==> config.mk <==
export PLATFORM = sky130hd
export DESIGN_NAME = motor_stall_fault_voter_top_flat
export DESIGN_NICKNAME = d
export VERILOG_FILES = /design/src/rtl/msfv_pkg.sv /design/src/rtl/msfv_if.sv /design/src/rtl/msfv_ctrl.sv /design/src/rtl/msfv_datapath.sv /design/src/rtl/motor_stall_fault_voter_top.sv /design/src/flat_wrapper.sv
export SDC_FILE = /design/constraint.sdc
export NUM_CORES = 2
export LEC_CHECK = 0
export ABC_AREA = 1
export ABC_CLOCK_PERIOD_IN_PS = 8100
export BUFFER_PORTS_ARGS = -buffer_cell sky130_fd_sc_hd__buf_2
export CAP_MARGIN = 15
export CORE_MARGIN = 2
export CORE_UTILIZATION = 57
export DETAILED_ROUTE_END_ITERATION = 6
export GPL_TIMING_DRIVEN = 0
export PLACE_DENSITY = 0.84
export SYNTH_ARGS = -nofsm -noshare
export SYNTH_HDL_FRONTEND = slang
export SYNTH_SLANG_ARGS = --single-unit
export TNS_END_PERCENT = 100
==> constraint.sdc <==
create_clock -name clk_i -period 8.1 [get_ports clk_i]
set_input_delay 1.62 -clock clk_i [delete_from_list [all_inputs] [get_ports clk_i]]
set_output_delay 1.62 -clock clk_i [all_outputs]
set_load 0.01 [all_outputs]
==> src/rtl/msfv_pkg.sv <==
`timescale 1ns / 1ps
package msfv_pkg;

  localparam int unsigned CfgIdxW = 2;
  localparam int unsigned CfgDataW = 16;
  localparam logic [CfgIdxW-1:0] RegEnableMask = 2'd0;
  localparam logic [CfgIdxW-1:0] RegStepsPerRev = 2'd1;
  localparam logic [CfgIdxW-1:0] RegLoadThreshold = 2'd2;

  localparam logic [15:0] StepsPerRevReset = 16'd3200;
  localparam logic [15:0] SlowLimit16 = 16'd3200;
  localparam logic [1:0] TripCount = 2'd3;
  localparam logic [7:0] ArmCount = 8'd5;

  typedef struct packed {
    logic [1:0]         motor_index;
    logic [31:0]        pulse_count;
    logic signed [31:0] step_position;
    logic [23:0]        period_us;
    logic [15:0]        speed_rpm16;
    logic               profile_valid;
    logic [23:0]        profile_mean_us;
    logic [23:0]        profile_sigma_us;
    logic [9:0]         stall_load;
  } poll_t;

  typedef struct packed {
    logic [1:0]         motor_out;
    logic               evaluated;
    logic [2:0]         fault_code;
    logic [1:0]         error_count;
    logic [7:0]         settle_count;
    logic               armed;
    logic               tripped;
    logic               stop_request;
    logic signed [31:0] delta_per_pulse;
  } result_t;

  // controller -> datapath
  typedef struct packed {
    logic load;      // capture input poll
    logic div_start; // start divider
    logic div_step;  // one quotient bit
    logic finish;    // apply update and build result
    logic no_effect; // build a pass-through result
  } cmd_t;

  // datapath -> controller
  typedef struct packed {
    logic effect;   // motor on and new pulse
    logic div_done;
  } status_t;

endpackage

==> src/rtl/msfv_if.sv <==
`timescale 1ns / 1ps
interface msfv_poll_if;
  logic valid;
  logic ready;
  msfv_pkg::poll_t data;
  modport source (output valid, output data, input ready);
  modport sink (input valid, input data, output ready);
endinterface

interface msfv_result_if;
  logic valid;
  logic ready;
  msfv_pkg::result_t data;
  modport source (output valid, output data, input ready);
  modport sink (input valid, input data, output ready);
endinterface

==> src/rtl/msfv_ctrl.sv <==
`timescale 1ns / 1ps
module msfv_ctrl (
  input  logic               clk_i,
  input  logic               rst_ni,
  input  logic               in_valid_i,
  output logic               in_ready_o,
  output logic               out_valid_o,
  input  logic               out_ready_i,
  input  msfv_pkg::status_t  status_i,
  output msfv_pkg::cmd_t     cmd_o
);

  localparam logic [1:0] StIdle = 2'd0;
  localparam logic [1:0] StCheck = 2'd1;
  localparam logic [1:0] StDiv = 2'd2;
  localparam logic [1:0] StFinish = 2'd3;

  logic [1:0] state_q, state_d;
  logic out_valid_q, out_valid_d;
  logic out_free;

  // result register may be full while the next poll is taken
  assign out_free = !out_valid_q || out_ready_i;
  assign in_ready_o = (state_q == StIdle);
  assign out_valid_o = out_valid_q;

  always_comb begin
    state_d = state_q;
    out_valid_d = out_valid_q && !out_ready_i;
    cmd_o = '0;
    case (state_q)
      StIdle: begin
        if (in_valid_i) begin
          cmd_o.load = 1'b1;
          state_d = StCheck;
        end
      end
      StCheck: begin
        if (status_i.effect) begin
          cmd_o.div_start = 1'b1;
          state_d = StDiv;
        end else if (out_free) begin
          cmd_o.no_effect = 1'b1;
          out_valid_d = 1'b1;
          state_d = StIdle;
        end
      end
      StDiv: begin
        if (status_i.div_done) state_d = StFinish;
        else cmd_o.div_step = 1'b1;
      end
      StFinish: begin
        if (out_free) begin
          cmd_o.finish = 1'b1;
          out_valid_d = 1'b1;
          state_d = StIdle;
        end
      end
      default: state_d = StIdle;
    endcase
  end

  always_ff @(posedge clk_i or negedge rst_ni) begin
    if (!rst_ni) begin
      state_q <= StIdle;
      out_valid_q <= 1'b0;
    end else begin
      state_q <= state_d;
      out_valid_q <= out_valid_d;
    end
  end

endmodule

==> src/rtl/msfv_datapath.sv <==
`timescale 1ns / 1ps
module msfv_datapath #(
  parameter int unsigned MOTORS = 4
) (
  input  logic                           clk_i,
  input  logic                           rst_ni,
  input  logic                           cfg_we_i,
  input  logic [msfv_pkg::CfgIdxW-1:0]   cfg_idx_i,
  input  logic [msfv_pkg::CfgDataW-1:0]  cfg_data_i,
  input  msfv_pkg::poll_t                poll_i,
  input  msfv_pkg::cmd_t                 cmd_i,
  output msfv_pkg::status_t              status_o,
  output msfv_pkg::result_t              result_o
);

  localparam int unsigned MW = (MOTORS > 1) ? $clog2(MOTORS) : 1;

  logic [3:0]  enable_q;
  logic [15:0] spr_q;
  logic [9:0]  thr_q;

  logic [31:0] last_pulse_q [MOTORS];
  logic [31:0] last_pos_q [MOTORS];
  logic [15:0] armed_speed_q [MOTORS];
  logic [MOTORS-1:0] pending_q, active_q, trip_q;
  logic [1:0]  fault_run_q [MOTORS];
  logic [7:0]  clean_run_q [MOTORS];
  logic [2:0]  last_code_q [MOTORS];

  msfv_pkg::poll_t poll_q;
  msfv_pkg::result_t res_q;

  logic          valid_idx, on;
  logic [MW-1:0] m;
  logic [31:0]   np, total;

  // divider: restoring, one quotient bit per cycle on magnitudes
  logic [31:0] dvd_q, dvs_q, quo_q;
  logic [32:0] rem_q;
  logic [5:0]  cnt_q;
  logic        neg_q;
  logic [32:0] rem_sh, rem_sub;

  assign valid_idx = {30'd0, poll_q.motor_index} < 32'(MOTORS);
  assign m = MW'(poll_q.motor_index);
  assign on = valid_idx && enable_q[poll_q.motor_index];
  assign np = poll_q.pulse_count - last_pulse_q[m];
  assign total = poll_q.step_position - last_pos_q[m];
  assign status_o.effect = on && (np != 32'd0);
  assign status_o.div_done = (cnt_q == 6'd32);
  assign rem_sh = {rem_q[31:0], dvd_q[31]};
  assign rem_sub = rem_sh - {1'b0, dvs_q};
  assign result_o = res_q;

  always_ff @(posedge clk_i) begin
    if (cmd_i.load) poll_q <= poll_i;
    if (cmd_i.div_start) begin
      dvd_q <= total[31] ? (32'd0 - total) : total;
      dvs_q <= np[31] ? (32'd0 - np) : np;
      neg_q <= total[31] ^ np[31];
      rem_q <= '0;
      quo_q <= '0;
      cnt_q <= '0;
    end else if (cmd_i.div_step) begin
      dvd_q <= {dvd_q[30:0], 1'b0};
      if (!rem_sub[32]) begin
        rem_q <= rem_sub;
        quo_q <= {quo_q[30:0], 1'b1};
      end else begin
        rem_q <= rem_sh;
        quo_q <= {quo_q[30:0], 1'b0};
      end
      cnt_q <= cnt_q + 6'd1;
    end
  end

  // finish-phase evaluation
  logic signed [31:0] delta;
  logic [24:0] pdiff;
  logic [25:0] lhs_a;
  logic [26:0] rhs_a;
  logic [31:0] mag_d;
  logic [32:0] bdiff;
  logic        ea, eb, ec, fault, slow;
  logic [15:0] sd;
  logic [19:0] sd10;
  logic        disarm, act0;
  logic [1:0]  fr_n;
  logic [7:0]  cr_n;
  logic        act_n, trip_n, stop_n;
  logic [15:0] as_n;
  logic [2:0]  lc_n;
  logic        pend_n, eval_n;

  always_comb begin
    if (!neg_q) delta = (quo_q[31]) ? 32'sh7FFFFFFF : $signed(quo_q);
    else delta = $signed(32'd0 - quo_q);
    pdiff = (poll_q.period_us >= poll_q.profile_mean_us)
      ? 25'(poll_q.period_us - poll_q.profile_mean_us)
      : 25'(poll_q.profile_mean_us - poll_q.period_us);
    lhs_a = {pdiff, 1'b0};
    rhs_a = 27'(poll_q.profile_sigma_us) * 27'd7;
    ea = poll_q.profile_valid && ({1'b0, lhs_a} > rhs_a);
    mag_d = delta[31] ? (32'd0 - delta) : delta;
    bdiff = ({1'b0, mag_d} >= {17'd0, spr_q}) ? ({1'b0, mag_d} - {17'd0, spr_q})
      : ({17'd0, spr_q} - {1'b0, mag_d});
    eb = (spr_q != 16'd0) && (bdiff > {20'd0, spr_q[15:3]});
    ec = (thr_q != 10'd0) && (poll_q.stall_load < thr_q);
    fault = (32'(ea) + 32'(eb) + 32'(ec)) >= 32'd2;
    slow = poll_q.speed_rpm16 < msfv_pkg::SlowLimit16;
    sd = (poll_q.speed_rpm16 >= armed_speed_q[m]) ? poll_q.speed_rpm16 - armed_speed_q[m]
      : armed_speed_q[m] - poll_q.speed_rpm16;
    sd10 = 20'(sd) * 20'd10;
    disarm = active_q[m] && (sd10 > 20'(armed_speed_q[m]));

    fr_n = fault_run_q[m];
    cr_n = clean_run_q[m];
    act_n = active_q[m];
    trip_n = trip_q[m];
    as_n = armed_speed_q[m];
    lc_n = last_code_q[m];
    pend_n = pending_q[m];
    stop_n = 1'b0;
    eval_n = 1'b0;
    act0 = act_n;
    if (pending_q[m]) begin
      pend_n = 1'b0;
    end else if (slow) begin
      cr_n = '0;
    end else begin
      eval_n = 1'b1;
      if (disarm) begin
        act_n = 1'b0;
        cr_n = '0;
        fr_n = '0;
        as_n = '0;
      end
      act0 = act_n;
      if (fault) begin
        if (act0) begin
          if (fr_n < 2'd3) fr_n = fr_n + 2'd1;
          lc_n = {ea, eb, ec};
          if (fr_n >= msfv_pkg::TripCount) begin
            trip_n = 1'b1;
            act_n = 1'b0;
            stop_n = 1'b1;
          end
        end
        cr_n = '0;
      end else begin
        fr_n = '0;
        if (cr_n != 8'd255) cr_n = cr_n + 8'd1;
        if (!act0 && cr_n >= msfv_pkg::ArmCount) begin
          act_n = 1'b1;
          trip_n = 1'b0;
          as_n = poll_q.speed_rpm16;
        end
      end
    end
  end

  always_ff @(posedge clk_i) begin
    if (cmd_i.finish || cmd_i.no_effect) begin
      res_q.motor_out <= poll_q.motor_index;
      res_q.stop_request <= cmd_i.finish && stop_n;
      res_q.evaluated <= cmd_i.finish && eval_n;
      res_q.fault_code <= (cmd_i.finish && eval_n) ? {ea, eb, ec} : 3'd0;
      res_q.delta_per_pulse <= cmd_i.finish ? delta : 32'sd0;
      if (!valid_idx) begin
        res_q.error_count <= '0;
        res_q.settle_count <= '0;
        res_q.armed <= 1'b0;
        res_q.tripped <= 1'b0;
      end else if (cmd_i.finish) begin
        res_q.error_count <= fr_n;
        res_q.settle_count <= cr_n;
        res_q.armed <= act_n;
        res_q.tripped <= trip_n;
      end else begin
        res_q.error_count <= fault_run_q[m];
        res_q.settle_count <= clean_run_q[m];
        res_q.armed <= active_q[m];
        res_q.tripped <= trip_q[m];
      end
    end
  end

  always_ff @(posedge clk_i or negedge rst_ni) begin
    if (!rst_ni) begin
      enable_q <= '0;
      spr_q <= msfv_pkg::StepsPerRevReset;
      thr_q <= '0;
      pending_q <= '1;
      active_q <= '0;
      trip_q <= '0;
      for (int i = 0; i < MOTORS; i++) begin
        last_pulse_q[i] <= '0;
        last_pos_q[i] <= '0;
        armed_speed_q[i] <= '0;
        fault_run_q[i] <= '0;
        clean_run_q[i] <= '0;
        last_code_q[i] <= '0;
      end
    end else if (cfg_we_i) begin
      case (cfg_idx_i)
        msfv_pkg::RegEnableMask: begin
          enable_q <= cfg_data_i[3:0];
          pending_q <= '1;
          for (int i = 0; i < MOTORS; i++) begin
            if (i >= 4 || !cfg_data_i[i%4]) begin
              active_q[i] <= 1'b0;
              trip_q[i] <= 1'b0;
              fault_run_q[i] <= '0;
              clean_run_q[i] <= '0;
              last_code_q[i] <= '0;
            end
          end
        end
        msfv_pkg::RegStepsPerRev: spr_q <= cfg_data_i;
        msfv_pkg::RegLoadThreshold: thr_q <= cfg_data_i[9:0];
        default: ;
      endcase
    end else begin
      if (cmd_i.div_start) begin
        last_pulse_q[m] <= poll_q.pulse_count;
        last_pos_q[m] <= poll_q.step_position;
      end
      if (cmd_i.finish) begin
        fault_run_q[m] <= fr_n;
        clean_run_q[m] <= cr_n;
        active_q[m] <= act_n;
        trip_q[m] <= trip_n;
        armed_speed_q[m] <= as_n;
        last_code_q[m] <= lc_n;
        pending_q[m] <= pend_n;
      end
    end
  end

endmodule

==> src/rtl/motor_stall_fault_voter_top.sv <==
`timescale 1ns / 1ps
// Per-motor stall watchdog.
// poll_if (sink): one poll of one motor per transaction, valid/ready.
// result_if (source): exactly one result per poll, in poll order.
// Config: cfg_we_i/cfg_idx_i/cfg_data_i writes enable_mask (0),
// steps_per_rev (1), load_threshold (2); write only while idle.
// Flow: a poll without effect (motor disabled or no new pulse) gives its
// result from the check state; a poll with a new pulse first runs the
// 32-step serial divider computing steps per pulse, then the finish state.
// The block takes one poll at a time. The next poll is taken as soon
// as the previous result sits in the output register.
// When the receiver stalls, the result is held and the finishing poll waits
// until the output register frees.
// Reset: all motors disabled, baseline pending, counters and flags cleared,
// steps_per_rev 3200.
module motor_stall_fault_voter_top #(
  parameter int unsigned MOTORS = 4
) (
  input  logic                          clk_i,
  input  logic                          rst_ni,
  input  logic                          cfg_we_i,
  input  logic [msfv_pkg::CfgIdxW-1:0]  cfg_idx_i,
  input  logic [msfv_pkg::CfgDataW-1:0] cfg_data_i,
  msfv_poll_if.sink                     poll_if,
  msfv_result_if.source                 result_if
);

  msfv_pkg::cmd_t    cmd;
  msfv_pkg::status_t status;

  msfv_ctrl u_ctrl (
    .clk_i       (clk_i),
    .rst_ni      (rst_ni),
    .in_valid_i  (poll_if.valid),
    .in_ready_o  (poll_if.ready),
    .out_valid_o (result_if.valid),
    .out_ready_i (result_if.ready),
    .status_i    (status),
    .cmd_o       (cmd)
  );

  msfv_datapath #(.MOTORS(MOTORS)) u_dp (
    .clk_i      (clk_i),
    .rst_ni     (rst_ni),
    .cfg_we_i   (cfg_we_i),
    .cfg_idx_i  (cfg_idx_i),
    .cfg_data_i (cfg_data_i),
    .poll_i     (poll_if.data),
    .cmd_i      (cmd),
    .status_o   (status),
    .result_o   (result_if.data)
  );

endmodule

==> src/flat_wrapper.sv <==
// flat-port wrapper written by rule: the top's interface ports become plain ports
module motor_stall_fault_voter_top_flat 
#(
  parameter int unsigned MOTORS = 4
)
  (clk_i, rst_ni, cfg_we_i, cfg_idx_i, cfg_data_i, poll_if_valid, poll_if_data, poll_if_ready, result_if_valid, result_if_data, result_if_ready);
  msfv_poll_if poll_if_i ();
  msfv_result_if result_if_i ();
  input  logic clk_i;
  input  logic rst_ni;
  input  logic cfg_we_i;
  input  logic [msfv_pkg::CfgIdxW-1:0] cfg_idx_i;
  input  logic [msfv_pkg::CfgDataW-1:0] cfg_data_i;
  input wire logic [$bits(poll_if_i.valid)-1:0] poll_if_valid;
  input wire logic [$bits(poll_if_i.data)-1:0] poll_if_data;
  output wire logic [$bits(poll_if_i.ready)-1:0] poll_if_ready;
  output wire logic [$bits(result_if_i.valid)-1:0] result_if_valid;
  output wire logic [$bits(result_if_i.data)-1:0] result_if_data;
  input wire logic [$bits(result_if_i.ready)-1:0] result_if_ready;
  assign poll_if_i.valid = poll_if_valid;
  assign poll_if_i.data = poll_if_data;
  assign poll_if_ready = poll_if_i.ready;
  assign result_if_valid = result_if_i.valid;
  assign result_if_data = result_if_i.data;
  assign result_if_i.ready = result_if_ready;
  motor_stall_fault_voter_top #(.MOTORS(MOTORS)) u_core (.clk_i(clk_i), .rst_ni(rst_ni), .cfg_we_i(cfg_we_i), .cfg_idx_i(cfg_idx_i), .cfg_data_i(cfg_data_i), .poll_if(poll_if_i), .result_if(result_if_i));
endmodule
==> impl_metrics.yaml <==
floorplanning:
  design.core.area_um2: 83290
  start_util_pct: 57.23
  die_w_um: 293.2
  placement_rows: 106
  fp.dieH_um: 293.2
  dieArea_um2: 85950
  io_pins: 241
route:
  ant_nets: 0
  wl_per_cell_um: 18.71
  route.detailed.drc: 1
  drt-pass1-iter-count: 7
  dr_total_vias: 43990
  drt_iter0_markers: 4160
  finalWirelength_um: 141600
  drt-vias-per-instance: 5.814
logic_synthesis:
  synth_top_area_share_pct: 20.89
  synth.largest_area_cell: "dfrtp_1"
  netlist_instances: 5961
  avgSynthCellArea_um2: 7.996
  ys.flop_type: "dfrtp_1"
  synth_cell_types: 69
  seq_area_frac_synth_pct: 41.92
  postSynth.asyncResetShare_pct: 53.57
  synth_top_cells_by_count: "nand2_1, inv_1, dfrtp_1"
  netlist_area_um2: 47670
  synth-seq-cells: 756
  synthTopCellsByArea: "dfrtp_1, edfxtp_1, nand2_1, ha_1, inv_1"
  yosysMostFrequentCell: "nand2_1"
  synth_nets: 6512
  synth_edf_count: 281
  yosys_warnings: 0
sta:
  slew_headroom_pct: -2.931
  clock_skew_ps: 52.49
  setup_viol: 114
  period_minus_slack_ps: 9439
  setup_tns_ps: -107950
  slew_viol_final: 4
  fin_crit_sh_pct: 116.5
  timing.fmax_mhz: 105.9
  hold_viol: 0
  rsz0062_at_grt: "true"
  layout_setup_ws_ps: -1339
  worst_pin_slew_ps: 1544
clock_network:
  clkLatencyLatePin_ps: 690
  numCtsBuffers: 85
  cts_tree: "yes"
  clockRootBuffer: "clkbuf_16"
  clockBufferDepth: 3
  clkTransAtPathRegs_ps: 70
  h-tree-depth: 3
  clock-sinks: 756
outcome:
  status: "finished with violations"
  failed_checks: "design-rule violations, max-slew violations, negative setup slack"
grt:
  grt.total_usage_pct: 31.49
  grt_pass1_vias: 42240
  gr-total-overflow: 0
  grt_max_degree: 126
  antenna_found_initial: 3
  grt_pass1_wl_um: 218200
critical_path:
  arrival_ps: 10020
  critical_path.startpoint_type: "flip-flop"
  cp.required_ps: 8680
  crit_path_end_kind: "flip-flop"
  slowest_delay_ps: 440
  critPathSlowestCell: "edfxtp_1"
  critPathMaxFanout: 6
  crit_path_frequent_cell: "nand2_1"
  r2r_slack_ps: -1340
  critPathKind: "reg -> reg"
cells_and_area:
  drive_gt1_share_pct: 13.86
  final_area_um2: 56040
  syn_to_final_growth_pct: 17.57
  nets: 6965
  final_core_util_pct: 67.29
hold_path:
  hold_class: "reg -> reg"
placement:
  hpwl_um: 99670
  dpl_cell_area_um2: 50630
  numPortBuffers: 240
  routabilityCongestion: 0.9754
job:
  cap_violations: 0
[sequential cells by signal, indices dropped and copies added (netlist names), 4 cells and up]
register and count:
u_core.u_dp.pending_q 4, u_core.u_dp.last_pulse_q 128, u_core.u_dp.last_pos_q 128, u_core.u_dp.cnt_q 6
u_core.u_dp.fault_run_q 8, u_core.u_dp.clean_run_q 32, u_core.u_dp.quo_q 32, u_core.u_dp.thr_q 10
u_core.u_dp.spr_q 16, u_core.u_dp.armed_speed_q 64, u_core.u_dp.poll_q 163, u_core.u_dp.rem_q 32
u_core.u_dp.dvd_q 32, u_core.u_dp.enable_q 4, u_core.u_dp.dvs_q 32, u_core.u_dp.active_q 4
u_core.u_dp.result_o 51, u_core.u_dp.trip_q 4
[stage by stage]
| stage | setup WS, ps | instances | hold WS (ps) |
|---|---|---|---|
| 6_report | -1339 | 7566 | 471.2 |
| 5_1_grt | -1642 | 7565 | 489.1 |
| 4_1_cts | -666.7 | 7522 | 473.3 |
| 3_5_place_dp | -3323 | 7291 | 458.4 |
| 3_3_place_gp | -3204 | 7281 | 453.1 |
| 2_1_floorplan | 2.746 | 5961 | 441.9 |
[cell type report]
type / count / area (um^2)
Inverter: 650 / 2461
Timing Repair Buffer: 372 / 2522
Antenna cell: 2 / 5.005
Multi-Input combinational cell: 4357 / 25680
Sequential cell: 756 / 19980
Tap cell: 1080 / 1351
Buffer: 192 / 1041
Clock buffer: 109 / 2328
Fill cell: 6401 / 27250
Clock inverter: 48 / 674.4
[per-layer routing]
metal | vias up | part of all wire (%) | track usage [%]
li1 | 20570 | - | -
met1 | 20630 | 40 | 40.99
met2 | 2252 | 46 | 52.02
met3 | 535 | 9.0 | 5.280
met4 | 6 | 5.0 | 13.68
met5 | - | 0.024 | 0
[path summary, 6_finish.rpt]
| check | startpoint | cells after the start | endpoint |
|---|---|---|---|
| setup / recovery | u_core.u_dp.m[1] | 65 | u_core.u_dp.armed_speed_q[51] |
| hold / removal | u_core.u_dp.last_pulse_q[79] | 2 | u_core.u_dp.last_pulse_q[79] |
| setup reg to reg | u_core.u_dp.m[1] | 65 | u_core.u_dp.armed_speed_q[51] |
| hold reg to reg | u_core.u_dp.last_pulse_q[79] | 2 | u_core.u_dp.last_pulse_q[79] |
| max in group asynchronous | rst_ni | 3 | u_core.u_dp.last_pulse_q[19] |
| min in group asynchronous | rst_ni | 1 | u_core.u_dp.last_pos_q[79] |
[cells by family after synthesis]
| group | Yosys count | share of synthesized area [%] |
|---|---|---|
| buffers and inverters | 849 | 6.951 |
| AND/OR/NAND/NOR | 2756 | 23.57 |
| XOR/XNOR | 253 | 4.649 |
| adder cells (fa/ha/maj) | 363 | 10.06 |
| multiplexers | 13 | 0.2730 |
| flip-flops | 756 | 41.92 |
| AO/OA/AOI/OAI | 971 | 12.57 |
[repair_timing]
item	4_1_cts	5_1_grt
buffers inserted	73	46
gates cloned	3	3
endpoints found under the setup margin	551	492
hold buffers	0	0
resized for setup	186	160
pin swaps	71	95
[critical path, delay by kind of cell, from the launching register on]
kind,cells,cell delay [ps]
simple gates,33,4110
buf+inv,17,1860
fa+ha+maj,5,1250
compound gates,7,1200
flops,1,440
xor+xnor,3,420
[placed cells by master (no fill, tap or decap), types with 38 or more instances in the layout]
cell / count
nand2_1: 1914
inv_1: 605
dfrtp_1: 398
nor2_1: 342
a21oi_1: 307
ha_1: 302
edfxtp_1: 281
buf_2: 275
o21ai_0: 236
nand3_1: 182
xor2_1: 161
clkbuf_1: 113
buf_4: 110
clkbuf_16: 91
xnor2_1: 89
nand2_2: 79
dfxtp_1: 70
a221oi_1: 63
a22o_1: 60
a31oi_1: 60
a22oi_1: 47
nand4_1: 43
nor3_1: 38
Power is not shown: default switching activity piles up to over one toggle a cycle in this logic, so the estimate is an artifact.
